==> config.mk <==
export PLATFORM = sky130hd
export DESIGN_NAME = ipcpfx_ctrl
export DESIGN_NICKNAME = d
export VERILOG_FILES = /design/src/rtl/ipcpfx_pkg.sv /design/src/rtl/ipcpfx_ctrl.sv
export SDC_FILE = /design/constraint.sdc
export NUM_CORES = 1
export LEC_CHECK = 0
export BUFFER_PORTS_ARGS = -buffer_cell sky130_fd_sc_hd__buf_2
export CORE_MARGIN = 1
export CORE_UTILIZATION = 35
export CTS_CLUSTER_SIZE = 24
export DETAILED_ROUTE_END_ITERATION = 8
export PLACE_DENSITY_LB_ADDON = 0.05
export SYNTH_ARGS = -nofsm -noshare
export SYNTH_HDL_FRONTEND = slang
export SYNTH_SLANG_ARGS = --single-unit
==> constraint.sdc <==
create_clock -name aclk -period 1.5 [get_ports aclk]
set_input_delay 0.15 -clock aclk [delete_from_list [all_inputs] [get_ports aclk]]
set_output_delay 0.15 -clock aclk [all_outputs]
set_load 0.1 [all_outputs]
==> src/rtl/ipcpfx_pkg.sv <==
// Shared types, constants and AES helper functions for the prefix-preserving
// address cipher. No dependencies.
package ipcpfx_pkg;

    // datapath commands issued by the controller
    typedef enum logic [2:0] {
        OP_NONE,
        OP_LOAD,
        OP_KEY,
        OP_FIX,
        OP_START,
        OP_ROUND,
        OP_BIT,
        OP_OUT
    } op_t;

    typedef enum logic [2:0] {
        ST_IDLE,
        ST_PREP,
        ST_FIX,
        ST_START,
        ST_ROUND,
        ST_BITS,
        ST_FINISH
    } state_t;

    typedef struct packed {
        op_t        op;
        logic [3:0] rnd;
        logic       last;
    } cmd_t;

    typedef struct packed {
        logic mapped;
        logic out_valid;
    } sts_t;

    localparam logic [3:0]   LAST_ROUND   = 4'd9;
    localparam logic [3:0]   CHECK_ROUND  = 4'd4;
    localparam logic [7:0]   STEPS_V6     = 8'd128;
    localparam logic [7:0]   STEPS_V4     = 8'd32;
    localparam logic [7:0]   KEY_TWEAK    = 8'h5a;
    localparam logic [127:0] P_INIT_V6    = 128'h1;
    localparam logic [127:0] P_INIT_V4    = 128'h0000_0001_0000_0000_0000_0000_0000_ffff;
    localparam logic [31:0]  V4_MARK      = 32'h0000_ffff;

    localparam logic [7:0] SBOX [256] = '{
        8'h63,8'h7c,8'h77,8'h7b,8'hf2,8'h6b,8'h6f,8'hc5,8'h30,8'h01,8'h67,8'h2b,8'hfe,8'hd7,8'hab,8'h76,
        8'hca,8'h82,8'hc9,8'h7d,8'hfa,8'h59,8'h47,8'hf0,8'had,8'hd4,8'ha2,8'haf,8'h9c,8'ha4,8'h72,8'hc0,
        8'hb7,8'hfd,8'h93,8'h26,8'h36,8'h3f,8'hf7,8'hcc,8'h34,8'ha5,8'he5,8'hf1,8'h71,8'hd8,8'h31,8'h15,
        8'h04,8'hc7,8'h23,8'hc3,8'h18,8'h96,8'h05,8'h9a,8'h07,8'h12,8'h80,8'he2,8'heb,8'h27,8'hb2,8'h75,
        8'h09,8'h83,8'h2c,8'h1a,8'h1b,8'h6e,8'h5a,8'ha0,8'h52,8'h3b,8'hd6,8'hb3,8'h29,8'he3,8'h2f,8'h84,
        8'h53,8'hd1,8'h00,8'hed,8'h20,8'hfc,8'hb1,8'h5b,8'h6a,8'hcb,8'hbe,8'h39,8'h4a,8'h4c,8'h58,8'hcf,
        8'hd0,8'hef,8'haa,8'hfb,8'h43,8'h4d,8'h33,8'h85,8'h45,8'hf9,8'h02,8'h7f,8'h50,8'h3c,8'h9f,8'ha8,
        8'h51,8'ha3,8'h40,8'h8f,8'h92,8'h9d,8'h38,8'hf5,8'hbc,8'hb6,8'hda,8'h21,8'h10,8'hff,8'hf3,8'hd2,
        8'hcd,8'h0c,8'h13,8'hec,8'h5f,8'h97,8'h44,8'h17,8'hc4,8'ha7,8'h7e,8'h3d,8'h64,8'h5d,8'h19,8'h73,
        8'h60,8'h81,8'h4f,8'hdc,8'h22,8'h2a,8'h90,8'h88,8'h46,8'hee,8'hb8,8'h14,8'hde,8'h5e,8'h0b,8'hdb,
        8'he0,8'h32,8'h3a,8'h0a,8'h49,8'h06,8'h24,8'h5c,8'hc2,8'hd3,8'hac,8'h62,8'h91,8'h95,8'he4,8'h79,
        8'he7,8'hc8,8'h37,8'h6d,8'h8d,8'hd5,8'h4e,8'ha9,8'h6c,8'h56,8'hf4,8'hea,8'h65,8'h7a,8'hae,8'h08,
        8'hba,8'h78,8'h25,8'h2e,8'h1c,8'ha6,8'hb4,8'hc6,8'he8,8'hdd,8'h74,8'h1f,8'h4b,8'hbd,8'h8b,8'h8a,
        8'h70,8'h3e,8'hb5,8'h66,8'h48,8'h03,8'hf6,8'h0e,8'h61,8'h35,8'h57,8'hb9,8'h86,8'hc1,8'h1d,8'h9e,
        8'he1,8'hf8,8'h98,8'h11,8'h69,8'hd9,8'h8e,8'h94,8'h9b,8'h1e,8'h87,8'he9,8'hce,8'h55,8'h28,8'hdf,
        8'h8c,8'ha1,8'h89,8'h0d,8'hbf,8'he6,8'h42,8'h68,8'h41,8'h99,8'h2d,8'h0f,8'hb0,8'h54,8'hbb,8'h16
    };

    function automatic logic [7:0] sbox(input logic [7:0] x);
        return SBOX[x];
    endfunction

    function automatic logic [7:0] rcon(input logic [3:0] idx);
        logic [7:0] r;
        case (idx)
            4'd0:    r = 8'h01;
            4'd1:    r = 8'h02;
            4'd2:    r = 8'h04;
            4'd3:    r = 8'h08;
            4'd4:    r = 8'h10;
            4'd5:    r = 8'h20;
            4'd6:    r = 8'h40;
            4'd7:    r = 8'h80;
            4'd8:    r = 8'h1b;
            4'd9:    r = 8'h36;
            default: r = 8'h00;
        endcase
        return r;
    endfunction

    function automatic logic [7:0] xtime(input logic [7:0] x);
        return {x[6:0], 1'b0} ^ (x[7] ? 8'h1b : 8'h00);
    endfunction

    // next round key from the current one
    function automatic logic [127:0] key_next(input logic [127:0] rk, input logic [3:0] idx);
        logic [31:0] t;
        logic [31:0] w0;
        logic [31:0] w1;
        logic [31:0] w2;
        logic [31:0] w3;
        t  = {sbox(rk[23:16]) ^ rcon(idx), sbox(rk[15:8]), sbox(rk[7:0]), sbox(rk[31:24])};
        w0 = rk[127:96] ^ t;
        w1 = rk[95:64] ^ w0;
        w2 = rk[63:32] ^ w1;
        w3 = rk[31:0] ^ w2;
        return {w0, w1, w2, w3};
    endfunction

    // one AES round; byte 0 sits in the top bits
    function automatic logic [127:0] aes_round(input logic [127:0] st, input logic [127:0] rk,
                                               input logic last);
        logic [7:0]   s [16];
        logic [7:0]   t [16];
        logic [7:0]   a0;
        logic [7:0]   a1;
        logic [7:0]   a2;
        logic [7:0]   a3;
        logic [7:0]   all;
        logic [127:0] o;
        for (int i = 0; i < 16; i++) begin
            s[i] = st[127-8*i -: 8];
        end
        for (int c = 0; c < 4; c++) begin
            for (int i = 0; i < 4; i++) begin
                t[i+4*c] = sbox(s[i+4*((c+i)%4)]);
            end
        end
        if (!last) begin
            for (int c = 0; c < 4; c++) begin
                a0  = t[4*c];
                a1  = t[4*c+1];
                a2  = t[4*c+2];
                a3  = t[4*c+3];
                all = a0 ^ a1 ^ a2 ^ a3;
                t[4*c]   = a0 ^ all ^ xtime(a0 ^ a1);
                t[4*c+1] = a1 ^ all ^ xtime(a1 ^ a2);
                t[4*c+2] = a2 ^ all ^ xtime(a2 ^ a3);
                t[4*c+3] = a3 ^ all ^ xtime(a3 ^ a0);
            end
        end
        for (int i = 0; i < 16; i++) begin
            o[127-8*i -: 8] = t[i] ^ rk[127-8*i -: 8];
        end
        return o;
    endfunction

endpackage

==> src/rtl/ipcpfx_ctrl.sv <==
// Controller for the prefix-preserving address cipher: sequences key check,
// bit steps and AES rounds. Depends on ipcpfx_pkg.
module ipcpfx_ctrl import ipcpfx_pkg::*; (
    input  logic aclk,
    input  logic aresetn,
    input  logic s_tvalid,
    output logic s_tready,
    input  logic m_tready,
    input  sts_t sts,
    output cmd_t cmd
);

    state_t     state_reg, state_next;
    logic [3:0] cnt_reg, cnt_next;
    logic [7:0] bits_reg, bits_next;

    // state and counters
    always_ff @(posedge aclk) begin
        if (!aresetn) begin
            state_reg <= ST_IDLE;
            cnt_reg   <= '0;
            bits_reg  <= '0;
        end else begin
            state_reg <= state_next;
            cnt_reg   <= cnt_next;
            bits_reg  <= bits_next;
        end
    end

    // next state and commands
    always_comb begin
        state_next = state_reg;
        cnt_next   = cnt_reg;
        bits_next  = bits_reg;
        s_tready   = 1'b0;
        cmd.op     = OP_NONE;
        cmd.rnd    = cnt_reg;
        cmd.last   = (cnt_reg == LAST_ROUND);
        unique case (state_reg)
            ST_IDLE: begin
                s_tready = 1'b1;
                if (s_tvalid) begin
                    cmd.op     = OP_LOAD;
                    cnt_next   = '0;
                    state_next = ST_PREP;
                end
            end
            ST_PREP: begin
                cmd.op   = OP_KEY;
                cnt_next = cnt_reg + 4'd1;
                if (cnt_reg == CHECK_ROUND) begin
                    state_next = ST_FIX;
                end
            end
            ST_FIX: begin
                cmd.op     = OP_FIX;
                bits_next  = sts.mapped ? STEPS_V4 : STEPS_V6;
                state_next = ST_START;
            end
            ST_START: begin
                cmd.op     = OP_START;
                cnt_next   = '0;
                state_next = ST_ROUND;
            end
            ST_ROUND: begin
                cmd.op   = OP_ROUND;
                cnt_next = cnt_reg + 4'd1;
                if (cnt_reg == LAST_ROUND) begin
                    state_next = ST_BITS;
                end
            end
            ST_BITS: begin
                cmd.op     = OP_BIT;
                bits_next  = bits_reg - 8'd1;
                state_next = (bits_reg == 8'd1) ? ST_FINISH : ST_START;
            end
            ST_FINISH: begin
                // hold until the output register is free
                if (!sts.out_valid || m_tready) begin
                    cmd.op     = OP_OUT;
                    state_next = ST_IDLE;
                end
            end
            default: state_next = ST_IDLE;
        endcase
    end

    a_accept_prep: assert property (@(posedge aclk) disable iff (!aresetn)
        (s_tvalid && s_tready) |=> (state_reg == ST_PREP))
        else $error("accepted beat did not start key check");
    a_round_end: assert property (@(posedge aclk) disable iff (!aresetn)
        (state_reg == ST_ROUND && cnt_reg == LAST_ROUND) |=> (state_reg == ST_BITS))
        else $error("round sequence did not end in a bit step");
    a_bits_nonzero: assert property (@(posedge aclk) disable iff (!aresetn)
        (state_reg == ST_BITS) |-> (bits_reg != 8'd0))
        else $error("bit step with no steps left");
    a_out_free: assert property (@(posedge aclk) disable iff (!aresetn)
        (cmd.op == OP_OUT) |-> (!sts.out_valid || m_tready))
        else $error("output overwritten while held");

endmodule

==> results.cfg <==
[placement]
gp_congestion = 0.723
dpl_worst_slack_ns = -0.146
post-dp-hpwl_um = 1630
io_buffers = 14
dp.cells = 168

[layout]
nets = 164
multi_input_area_um2 = 708
seq_area_um2 = 315
synthToLayoutAreaGrowth_pct = 60.8
drive_above_1_share_pct = 54.6
post-route-util_pct = 60.2
fillers = 238
largest_register_ffs = 8
fin_cells = 182
antennaDiodeCount = 0

[clock_network]
cts_max_path_buffers = 2
clk_latency_ns = 0.29
cts_hold_buf = 0
cts-buffers-inserted = 3
tritoncts = yes
root_buffer = clkbuf_4
cts.sinks = 15
htreeDepth = 1
clkTransAtPathRegs_ns = 0.10

[die]
fp.coreArea_um2 = 2520
die_h_um = 54.0
row_count = 18
dieArea_um2 = 2910
boundaryPins = 15
dieWidth_um = 54.0
start_util_pct = 37.5

[worst_setup_path]
crit_family = simple AND/OR/NAND/NOR gates
reg2regPathDepth = 3
worstPathArrival_ns = 1.77
r2r_start = bits_reg[2]
end_kind = register
r2r_end = bits_reg[7]
path_cells = or4_4 -> o311a_1 -> o31a_1
slowest_delay_ns = 0.58
crit_start = bits_reg[2]
r2r_slack_ns = -0.08
cp-start-kind = register
critical_path_class = register to register
crit_slowest_cell = or4_4
required_ns = 1.69
path_buf_inv = 0
crit_fanout = 6

[grt]
antenna_found_initial = 0
grt-ovfl-total = 0
grt_pass1_vias = 874
grt_use_total_pct = 19.0
grt_pass1_wl_um = 3950
grt_max_degree = 11

[route]
drt_iter0_drc = 7
drc = 0
wl_per_cell_um = 13.5
vias = 962
firstDrtPassIters = 4
ant_nets = 0
vias_per_cell = 5.29
finalWirelength_um = 2460

[logic_synthesis]
synthCells = 114
ys_ff_latch = 15
synthesis.area_um2 = 945
yosysWarnings = 0
synth_edf_count = 0
synth_ff_type = dfxtp_1
synth.distinct_cells = 45
syn-num-nets = 125
syn_avg_cell_area_um2 = 8.29
async_flop_share_pct = 0
ys_seq_area_share_pct = 31.8

[power_and_ir_drop]
power.density_nw_per_um2 = 742
vdd_drop_max_mv = 0.534
totalPowerFinal_mw = 1.13
power.leakage_nw = 0.615

[timing]
setup_slack_ns = -0.0764
finalSetupViolCount = 5
fin_setup_tns_ns = -0.269
skew_ns = 0.00637
maxSlewHeadroom_pct = 66.3
max_freq_ghz = 0.634
tightestPinTransition_ns = 0.504
period_share_pct = 105
post-route-min-period_ns = 1.58
slew_viol_final = 0
hold_viol = 0
rsz0062_at_grt = true

[min_path]
hp-class = input port to register
hold_depth = 2
min_to = bits_reg[7]
worstHoldStart = aresetn

[job]
maxCapViolations = 0

[run_status]
status = finished, violations left
violations = setup timing
[cell usage in the layout (no fill, tap or decap), drive strengths merged, types with 3 or more instances in the layout]
cell type	count
ha	5
clkbuf	3
nand2b	3
buf	41
nand3	3
nand2	6
nand3b	3
o21ai	5
dfxtp	15
nor2	6
a21oi	9
o211ai	3
or3	3
inv	8
[timing repair]
item | CTS | global route
setup buffers | 6 | 4
setup endpoints to repair | 8 | 14
pin swaps | 6 | 7
gates resized for setup | 19 | 16
[how the worst max path moves through the flow]
stage	slack, ns	depth (start not counted)	end
final	-0.08	3	bits_reg[7]
after global routing	-0.11	6	cmd[6]
after CTS	-0.09	5	cmd[5]
after detailed placement	-0.15	3	bits_reg[7]
after global placement	-0.11	3	bits_reg[7]
after floorplan	-0.11	3	cmd[5]
[power by group]
group | leakage [nW] | total [mW] | switching (mW) | internal (mW)
Clock | 0.0177 | 0.243 | 0.144 | 0.0991
Sequential | 0.126 | 0.423 | 0.0124 | 0.410
Combinational | 0.472 | 0.462 | 0.257 | 0.205
Total | 0.615 | 1.13 | 0.413 | 0.714
[logic make-up (layout without fill, tap and decap cells)]
family | after synthesis | in the layout | share of synthesized area, %
compound gates | 33 | 33 | 24.6
flops | 15 | 15 | 31.8
mux | 3 | 3 | 3.31
xor+xnor | 1 | 1 | 0.927
buf+inv | 16 | 54 | 6.89
simple gates | 41 | 41 | 25.8
fa+ha+maj | 5 | 5 | 6.62
[metrics by stage]
stage | cell area (um2) | hold slack, ns
6_report | 1520 | 0.185
5_1_grt | 1520 | 0.184
4_1_cts | 1440 | 0.175
3_5_place_dp | 1290 | 0.490
3_3_place_gp | 1290 | 0.489
2_1_floorplan | 1060 | 0.384
[layout make-up]
type / instances / share of cell area, %
clock buffers: 3 / 1.48
multi-input cells: 83 / 46.6
clock inverters: 1 / 0.329
inverters: 9 / 2.47
well taps: 30 / 2.47
repair buffers: 41 / 25.9
flip-flops and latches: 15 / 20.8
[metal layers]
metal | wire length, um | vias up | GRT usage (%)
li1 | - | 495 | -
met1 | 1100 | 448 | 24.0
met2 | 1250 | 15 | 32.5
met3 | 86 | 4 | 5.08
met4 | 22 | 0 | 2.63
met5 | 0 | - | 0
[Yosys cell counts (2+ instances only)]
cell type  count  share of area (%)
a21bo_2        2                2.1
dfxtp_1       15                 32
or3_2          2                1.6
o21ai_0        5                2.6
nand2_1        6                2.4
clkbuf_1       5                2.0
o211ai_1       3                2.4
nand4b_1       2                1.9
nand3_1        3                1.6
mux2i_1        2                2.1
a211oi_1       2                1.6
a311oi_1       2                1.9
inv_1          9                3.6
nand3b_1       3                2.4
nor2b_1        2                1.3
nor3_1         2                1.1
nor2_1         6                2.4
a21oi_1        9                4.8
nand2b_1       3                2.0
or2_2          2                1.3
ha_1           5                6.6
Note: power is estimated with default switching activity, not from simulation.
